**config.mk**
```make
export PLATFORM = sky130hd
export DESIGN_NAME = contiguous_block_allocator
export DESIGN_NICKNAME = d
export VERILOG_FILES = /design/src/cba_pkg.sv /design/src/cba_ctrl.sv /design/src/cba_dp.sv /design/src/contiguous_block_allocator.sv
export SDC_FILE = /design/constraint.sdc
export NUM_CORES = 2
export LEC_CHECK = 0
export CAP_MARGIN = 20
export CORE_ASPECT_RATIO = 1.4
export CORE_MARGIN = 5
export CORE_UTILIZATION = 35
export CTS_CLUSTER_DIAMETER = 80
export DETAILED_ROUTE_END_ITERATION = 10
export DONT_BUFFER_PORTS = 1
export GPL_TIMING_DRIVEN = 1
export SLEW_MARGIN = 25
export SYNTH_ARGS = -nofsm -noshare
export SYNTH_HDL_FRONTEND = slang
export SYNTH_SLANG_ARGS = --single-unit
export TNS_END_PERCENT = 30
```
**constraint.sdc**
```tcl
create_clock -name clk -period 12.7 [get_ports clk]
set_input_delay 1.905 -clock clk [delete_from_list [all_inputs] [get_ports clk]]
set_output_delay 1.905 -clock clk [all_outputs]
set_load 0.05 [all_outputs]
```
**src/cba_pkg.sv**
```systemverilog
// Package for the contiguous block allocator: table sizes, actions, status codes,
// controller states and the controller/datapath command and status structs.
// No dependencies.
`default_nettype none
package cba_pkg;
  localparam int MaxBlocks = 16;
  localparam int IdxW = $clog2(MaxBlocks);
  localparam int CntW = $clog2(MaxBlocks + 1);
  localparam int AddrW = 16;
  localparam int IdW = 8;
  localparam int StW = 3;

  typedef enum logic [1:0] {
    ACT_FIRST = 2'd0, ACT_BEST = 2'd1, ACT_FREE = 2'd2, ACT_COMPACT = 2'd3
  } action_t;

  typedef enum logic [StW-1:0] {
    ST_OK = 3'd0, ST_OVERFLOW = 3'd1, ST_DUPLICATE = 3'd2,
    ST_NO_HOLE = 3'd3, ST_NOT_FOUND = 3'd4, ST_FULL = 3'd5
  } status_t;

  typedef enum logic [2:0] {
    S_IDLE, S_SCAN, S_DECIDE, S_SHIFT, S_OUT
  } state_t;

  typedef struct packed {
    logic load;     // latch request, clear scan pointer
    logic scan;     // evaluate entry at pointer, advance
    logic decide;   // latch result status
    logic shift;    // one move/compact step at pointer
    logic commit;   // finish: write entry, count, free amount
  } cmd_t;

  typedef struct packed {
    logic scan_last;  // pointer at final hole index
    logic shift_done; // no more move steps
    logic fail;       // request fails, no table change
  } sts_t;
endpackage
`default_nettype wire

```
**src/cba_ctrl.sv**
```systemverilog
// Controller state machine for the contiguous block allocator.
// Depends on cba_pkg.
`default_nettype none
module cba_ctrl (
  input  wire logic          clk,
  input  wire logic          rst_n,
  input  wire logic          in_fire,
  input  wire logic          out_fire,
  input  cba_pkg::sts_t      sts,
  output cba_pkg::cmd_t      cmd,
  output logic               busy,
  output logic               out_valid
);
  cba_pkg::state_t state_r, state_nxt;

  always_ff @(posedge clk) begin
    if (!rst_n) state_r <= cba_pkg::S_IDLE;
    else state_r <= state_nxt;
  end

  always_comb begin
    state_nxt = state_r;
    cmd = '0;
    busy = 1'b1;
    out_valid = 1'b0;
    unique case (state_r)
      cba_pkg::S_IDLE: begin
        busy = 1'b0;
        if (in_fire) begin
          cmd.load = 1'b1;
          state_nxt = cba_pkg::S_SCAN;
        end
      end
      cba_pkg::S_SCAN: begin
        cmd.scan = 1'b1;
        if (sts.scan_last) state_nxt = cba_pkg::S_DECIDE;
      end
      cba_pkg::S_DECIDE: begin
        cmd.decide = 1'b1;
        if (sts.fail) state_nxt = cba_pkg::S_OUT;
        else state_nxt = cba_pkg::S_SHIFT;
      end
      cba_pkg::S_SHIFT: begin
        if (sts.shift_done) begin
          cmd.commit = 1'b1;
          state_nxt = cba_pkg::S_OUT;
        end else begin
          cmd.shift = 1'b1;
        end
      end
      cba_pkg::S_OUT: begin
        out_valid = 1'b1;
        if (out_fire) state_nxt = cba_pkg::S_IDLE;
      end
      default: state_nxt = cba_pkg::S_IDLE;
    endcase
  end
endmodule
`default_nettype wire

```
**src/cba_dp.sv**
```systemverilog
// Datapath for the contiguous block allocator: block table, hole scan,
// entry moves and compaction. Depends on cba_pkg.
`default_nettype none
module cba_dp (
  input  wire logic                        clk,
  input  wire logic                        rst_n,
  input  wire logic                        cfg_we,
  input  wire logic [cba_pkg::AddrW-1:0]   cfg_wdata,
  input  wire logic [1:0]                  in_action,
  input  wire logic [cba_pkg::IdW-1:0]     in_block_id,
  input  wire logic [cba_pkg::AddrW-1:0]   in_block_size,
  input  cba_pkg::cmd_t                    cmd,
  output cba_pkg::sts_t                    sts,
  output logic [cba_pkg::StW-1:0]          res_status,
  output logic [cba_pkg::AddrW-1:0]        res_addr,
  output logic [cba_pkg::AddrW-1:0]        res_free
);
  localparam int AW = cba_pkg::AddrW;
  localparam int IW = cba_pkg::IdxW;
  localparam int CW = cba_pkg::CntW;

  logic [cba_pkg::IdW-1:0] id_mem [cba_pkg::MaxBlocks];
  logic [AW-1:0] st_mem [cba_pkg::MaxBlocks];
  logic [AW-1:0] en_mem [cba_pkg::MaxBlocks];

  logic [AW-1:0] mem_size_r, free_r;
  logic [CW-1:0] count_r, ptr_r;
  logic [1:0] act_r;
  logic [cba_pkg::IdW-1:0] id_r;
  logic [AW-1:0] size_r;
  logic dup_r, found_r;
  logic [CW-1:0] pos_r;
  logic [AW-1:0] best_r, lo_r, next_r;
  logic [AW-1:0] addr_r, flen_r;

  logic [IW-1:0] pidx, pidx_m1;
  logic [AW-1:0] hole_lo, hole_hi, hole_len, ent_len;
  logic in_tab, fits, take;
  logic [cba_pkg::StW-1:0] status;

  assign pidx = ptr_r[IW-1:0];
  assign pidx_m1 = pidx - IW'(1);
  assign in_tab = ptr_r < count_r;
  assign hole_lo = (ptr_r == '0) ? '0 : en_mem[pidx_m1];
  assign hole_hi = in_tab ? st_mem[pidx] : mem_size_r;
  assign hole_len = (hole_hi > hole_lo) ? hole_hi - hole_lo : '0;
  assign ent_len = (en_mem[pidx] >= st_mem[pidx]) ? en_mem[pidx] - st_mem[pidx] : '0;
  assign fits = size_r <= hole_len;
  assign take = fits && (act_r == cba_pkg::ACT_FIRST ? !found_r
                                                     : (!found_r || hole_len < best_r));

  always_comb begin
    if (act_r == cba_pkg::ACT_FIRST || act_r == cba_pkg::ACT_BEST) begin
      if (size_r > free_r) status = cba_pkg::ST_OVERFLOW;
      else if (dup_r) status = cba_pkg::ST_DUPLICATE;
      else if (count_r == CW'(cba_pkg::MaxBlocks)) status = cba_pkg::ST_FULL;
      else if (!found_r) status = cba_pkg::ST_NO_HOLE;
      else status = cba_pkg::ST_OK;
    end else if (act_r == cba_pkg::ACT_FREE) begin
      status = found_r ? cba_pkg::ST_OK : cba_pkg::ST_NOT_FOUND;
    end else begin
      status = cba_pkg::ST_OK;
    end
  end

  assign sts.fail = status != cba_pkg::ST_OK;
  assign sts.scan_last = (act_r == cba_pkg::ACT_COMPACT) || (ptr_r == count_r);
  assign sts.shift_done =
    (act_r == cba_pkg::ACT_FIRST || act_r == cba_pkg::ACT_BEST) ? (ptr_r <= pos_r) :
    (act_r == cba_pkg::ACT_FREE) ? (ptr_r + CW'(1) >= count_r) : (ptr_r >= count_r);

  // Control/bookkeeping registers
  always_ff @(posedge clk) begin
    if (!rst_n) begin
      mem_size_r <= '0;
      free_r <= '0;
      count_r <= '0;
    end else if (cfg_we) begin
      mem_size_r <= cfg_wdata;
      free_r <= cfg_wdata;
      count_r <= '0;
    end else if (cmd.commit) begin
      if (act_r == cba_pkg::ACT_FIRST || act_r == cba_pkg::ACT_BEST) begin
        count_r <= count_r + CW'(1);
        free_r <= free_r - size_r;
      end else if (act_r == cba_pkg::ACT_FREE) begin
        count_r <= count_r - CW'(1);
        free_r <= ({1'b0, free_r} + {1'b0, flen_r} > {1'b0, {AW{1'b1}}})
                  ? {AW{1'b1}} : free_r + flen_r;
      end
    end
  end

  // Scan and move sequencing
  always_ff @(posedge clk) begin
    if (cmd.load) begin
      act_r <= in_action;
      id_r <= in_block_id;
      size_r <= in_block_size;
      ptr_r <= '0;
      dup_r <= 1'b0;
      found_r <= 1'b0;
      pos_r <= '0;
      best_r <= '0;
      addr_r <= '0;
      flen_r <= '0;
      next_r <= '0;
    end else if (cmd.scan) begin
      if (act_r == cba_pkg::ACT_FREE) begin
        if (in_tab && !found_r && id_mem[pidx] == id_r) begin
          found_r <= 1'b1;
          pos_r <= ptr_r;
          flen_r <= ent_len;
        end
      end else if (act_r != cba_pkg::ACT_COMPACT) begin
        if (in_tab && id_mem[pidx] == id_r) dup_r <= 1'b1;
        if (take) begin
          found_r <= 1'b1;
          best_r <= hole_len;
          pos_r <= ptr_r;
          lo_r <= hole_lo;
        end
      end
      if (!sts.scan_last) ptr_r <= ptr_r + CW'(1);
      else if (act_r == cba_pkg::ACT_FIRST || act_r == cba_pkg::ACT_BEST) ptr_r <= count_r;
      else if (act_r == cba_pkg::ACT_FREE) ptr_r <= pos_r;
      else ptr_r <= '0;
    end else if (cmd.shift) begin
      if (act_r == cba_pkg::ACT_FIRST || act_r == cba_pkg::ACT_BEST) ptr_r <= ptr_r - CW'(1);
      else ptr_r <= ptr_r + CW'(1);
      if (act_r == cba_pkg::ACT_COMPACT) next_r <= next_r + ent_len;
    end else if (cmd.commit) begin
      if ((act_r == cba_pkg::ACT_FIRST || act_r == cba_pkg::ACT_BEST)) addr_r <= lo_r;
    end
  end

  // Table writes
  always_ff @(posedge clk) begin
    if (cmd.shift) begin
      unique case (act_r)
        cba_pkg::ACT_FIRST, cba_pkg::ACT_BEST: begin
          id_mem[pidx] <= id_mem[pidx_m1];
          st_mem[pidx] <= st_mem[pidx_m1];
          en_mem[pidx] <= en_mem[pidx_m1];
        end
        cba_pkg::ACT_FREE: begin
          id_mem[pidx] <= id_mem[IW'(pidx + IW'(1))];
          st_mem[pidx] <= st_mem[IW'(pidx + IW'(1))];
          en_mem[pidx] <= en_mem[IW'(pidx + IW'(1))];
        end
        default: begin
          st_mem[pidx] <= next_r;
          en_mem[pidx] <= next_r + ent_len;
        end
      endcase
    end else if (cmd.commit && (act_r == cba_pkg::ACT_FIRST || act_r == cba_pkg::ACT_BEST)) begin
      id_mem[pidx] <= id_r;
      st_mem[pidx] <= lo_r;
      en_mem[pidx] <= lo_r + size_r;
    end
  end

  // status fixed at the decision, before the commit moves count and free amount
  logic [cba_pkg::StW-1:0] status_r;
  always_ff @(posedge clk) begin
    if (cmd.decide) status_r <= status;
  end

  assign res_status = status_r;
  assign res_addr = addr_r;
  assign res_free = free_r;
endmodule
`default_nettype wire

```
**src/contiguous_block_allocator.sv**
```systemverilog
// Contiguous block allocator, top level: controller and datapath.
// Depends on cba_pkg, cba_ctrl, cba_dp.
//
// One request at a time. A request scans the 16-entry table one entry per cycle,
// takes a decision step, then moves one entry per cycle to open or close a slot
// or to compact (up to 16 moves) and then commits; a failed request skips the
// moves and the commit. The result is held on out_ until taken; the next request
// is accepted once it is. The user must write memory_size through cfg_ only while
// idle; the block does not enforce this. A write empties the table.
`default_nettype none
module contiguous_block_allocator (
  input  wire logic        clk,
  input  wire logic        rst_n,
  input  wire logic        cfg_we,
  input  wire logic [15:0] cfg_wdata,
  input  wire logic        in_tvalid,
  output logic             in_tready,
  input  wire logic [31:0] in_tdata,   // action[1:0], block_id[9:2], block_size[25:10]
  output logic             out_tvalid,
  input  wire logic        out_tready,
  output logic [39:0]      out_tdata   // status[2:0], start_address[18:3], free_remaining[34:19]
);
  cba_pkg::cmd_t cmd;
  cba_pkg::sts_t sts;
  logic busy;
  logic [cba_pkg::StW-1:0] st;
  logic [cba_pkg::AddrW-1:0] addr, fr;

  assign in_tready = !busy;

  cba_ctrl u_ctrl (
    .clk, .rst_n,
    .in_fire(in_tvalid && in_tready),
    .out_fire(out_tvalid && out_tready),
    .sts, .cmd, .busy, .out_valid(out_tvalid)
  );

  cba_dp u_dp (
    .clk, .rst_n, .cfg_we, .cfg_wdata,
    .in_action(in_tdata[1:0]),
    .in_block_id(in_tdata[9:2]),
    .in_block_size(in_tdata[25:10]),
    .cmd, .sts,
    .res_status(st), .res_addr(addr), .res_free(fr)
  );

  assign out_tdata = {5'd0, fr, addr, st};

  a_cmd_onehot: assert property (@(posedge clk) disable iff (!rst_n)
    $onehot0({cmd.load, cmd.scan, cmd.decide, cmd.shift, cmd.commit}))
    else $error("cmd overlap");
  a_load_idle: assert property (@(posedge clk) disable iff (!rst_n)
    cmd.load |-> !out_tvalid)
    else $error("load while result pending");
  a_out_hold: assert property (@(posedge clk) disable iff (!rst_n)
    out_tvalid && !out_tready |=> out_tvalid && $stable(out_tdata))
    else $error("result dropped");
endmodule
`default_nettype wire

```
==> out/metrics.yaml <==
status: "finished, final reports clean"
path_cells: "inv_1, ha_4, buf_12, buf_4, mux4_2, mux4_2, nand2_1, ha_1, a21oi_1, o21ai_0, a21o_1, a21o_1, o21ba_2, nand2_1, inv_1, ha_1, nand4_1, or3_1, or3_1, or3b_2, a21oi_4, mux2_1"
crit_type: "reg2reg"
clkLatencyLatePin_ns: 0.68
intPower_mw: 8.167
worst_slew_pin_slew_ns: 1.081
ctsHoldBuffers: 0
p_seq_share_pct: 29.6
rr_worst_depth: 22
synthXorXnorAreaFrac_pct: 1.771
power_mw: 13.56
synth-simple-area-share_pct: 6.783
cts_made_buffers: 77
route.detailed.wl_per_inst_microns: 29.12
fill_cells: 12370
grt_pass1_vias: 31280
slew_viol_final: 0
relSlewSlack_pct: 27.67
synth.largest_area_cell: "edfxtp_1"
ant_nets: 0
fin_util_pct: 38.74
synth_compound_area_share_pct: 7.209
die_x_microns: 319.7
clock_skew_ns: 0.02630
area_growth_pct: 10.39
fin_setup_tns_ns: 0
critical_path.startpoint_type: "register"
place_hpwl_mm: 95.15
hp-start: "u_dp.best_r[15]"
setup_viol: 0
cp.arrival_ns: 9.52
fin_crit_sh_pct: 70.61
yosys.area_share.adder_pct: 4.240
cts_resized: 0
maxCapViolations: 0
synth_top_area_share_pct: 43.78
whs_ns: 0.4618
period_minus_slack_ns: 8.968
dieArea_sq_mm: 0.1418
p_leak_nw: 16.83
synth_most_common_cell: "edfxtp_1"
drtIter0Drc: 3390
synth-edff-count: 685
regToRegStartpoint: "u_dp.ptr_r[0]"
portBuffers: 0
reg_top3: "u_dp.en_mem (256), u_dp.st_mem (256), u_dp.id_mem (128)"
grt_max_degree: 117
globalRouteTotalUtil_pct: 20.44
async_flop_share_pct: 0
switching_share_pct: 39.78
ys_types: 72
final_nets: 3450
path_clk_slew_ns: 0.06
fp.dieH_microns: 443.5
ios: 95
min_path_cells: 2
finalHoldViolCount: 0
syn_avg_cell_area_sq_um: 14.36
max_freq_ghz: 0.1115
syn_area_sq_mm: 0.04698
rsz0062_at_grt: "no"
synth-main-ff-cell: "edfxtp_1"
overflow: 0
cts_tree: "built"
max_stage_delay_ns: 0.86
vias: 31330
ys_warn_count: 0
routed_wl_mm: 147.9
ys_seq_elements: 805
synth_area_leaders: "edfxtp_1 44%, mux4_2 27%, dfxtp_1 5.1%"
cts_setup_buffers: 0
drc: 0
critPathBufInv: 4
place.gp.congestion: 0.8824
power_density_mw_per_mm2: 261.5
p_comb_share_pct: 53.6
worstPathMaxFanout: 109
grt_pass1_wl_mm: 214.3
cp_top_family: "simple AND/OR/NAND/NOR gates"
critical_path_required_ns: 13.25
root_buffer: "clkbuf_16"
fp-row-count: 159
synthTopCellsByCount: "685 x edfxtp_1, 553 x mux4_2, 317 x nand2_1, 190 x nor2_1, 160 x a21oi_1"
clock-sinks: 805
synth_top_family_by_area: "multiplexers"
drive_above_1_share_pct: 25.70
ys_seq_area_share_pct: 48.89
antenna_found_initial: 6
vias_per_cell: 6.168
ir_worst_vdd_mv: 0.1915
slowest_stage: "dfxtp_4"
clock_power_share_pct: 16.8
htreeDepth: 3
muxShareOfSynthArea_pct: 28.10
p_switching_mw: 5.395
postSynthCellCount: 3271
hold_class: "reg2reg"
coreArea_sq_mm: 0.1339
hold_end: "u_dp.best_r[15]"
initial_core_util_pct: 35.09
r2r_setup_slack_ns: 3.73
drtPass1Iterations: 6
reg2reg_to: "u_dp.pos_r[4]"
cts_max_path_buffers: 3
cp-end-kind: "register"
## layout make-up
cell class | count | area, sq um | area share [%]
tap | 1771 | 2216 | 4.272
timing repair buffer | 106 | 855.8 | 1.650
sequential | 805 | 22990 | 44.32
inverter | 130 | 491.7 | 0.9481
multi-input combinational | 2122 | 22900 | 44.15
clock buffer | 100 | 2034 | 3.923
antenna | 5 | 12.51 | 0.02412
clock inverter | 40 | 367.9 | 0.7093
## power by group through the flow
stage / combinational [mW] / clock (mW) / sequential [mW]
2_1_floorplan: 5.24 / 0 / 3.96
3_3_place_gp: 7.13 / 0 / 4.07
3_5_place_dp: 7.23 / 0 / 4.07
4_1_cts: 7.25 / 2.32 / 4.01
5_1_grt: 7.92 / 2.43 / 4.02
6_report: 7.28 / 2.28 / 4.01
## kinds of logic (layout without fill, tap and decap cells)
kind of cell	after synthesis	after routing
other	1	10
AO/OA/AOI/OAI	521	521
buffers and inverters	348	376
flip-flops	805	805
adder cells (fa/ha/maj)	155	155
multiplexers	625	625
XOR/XNOR	95	95
AND/OR/NAND/NOR	721	721
## how the worst max path moves through the flow
stage / cells past startpoint / start / end
global placement: 26 / u_dp.ptr_r[0] / u_dp.lo_r[5]
floorplan: 34 / u_dp.ptr_r[0] / u_dp.lo_r[0]
detailed placement: 27 / u_dp.ptr_r[0] / u_dp.best_r[13]
global route: 26 / u_dp.ptr_r[0] / u_dp.pos_r[3]
finish: 22 / u_dp.ptr_r[0] / u_dp.pos_r[4]
CTS: 26 / u_dp.ptr_r[0] / u_dp.lo_r[6]
## through the flow
step	std cells	instance area (sq um)	setup WS, ns
2_1_floorplan	3275	47000	4.093
6_report	5079	51860	3.732
5_1_grt	5078	51860	3.171
4_1_cts	5072	51810	3.647
3_5_place_dp	4932	49400	3.670
3_3_place_gp	4932	49400	3.701
## per-layer routing
metal | vias to the layer above | wire [microns] | track usage [%]
met5 | - | 41 | 0
met4 | 6 | 10170 | 11.68
met3 | 391 | 10550 | 3.725
met2 | 1558 | 75520 | 36.03
li1 | 13100 | - | -
met1 | 16270 | 51630 | 23.28
## placed cells by master, fill, tap and decap left out, types with 30 or more instances in the layout
master / netlist / routed
nor2_1: 190 / 170
edfxtp_1: 685 / 685
inv_1: 127 / 126
xnor2_1: 63 / 60
dfxtp_1: 120 / 115
mux4_2: 553 / 553
xor2_1: 32 / 31
mux2i_1: 50 / 50
ha_1: 148 / 147
a311oi_1: 36 / 36
a21oi_1: 160 / 159
clkbuf_16: 0 / 78
nand2_1: 317 / 317
and3_1: 42 / 42
a211oi_1: 30 / 30
o21ai_0: 107 / 107
nand3_1: 39 / 36
buf_4: 7 / 100
a21o_1: 37 / 37
## worst min-delay path: cells and delay by family, from the launching register on
family,cells,cell delay (ns)
DFF,1,0.31
muxes,1,0.05
and+or+nand+nor,1,0.05
No activity file was read; power rests on OpenSTA's default activity.
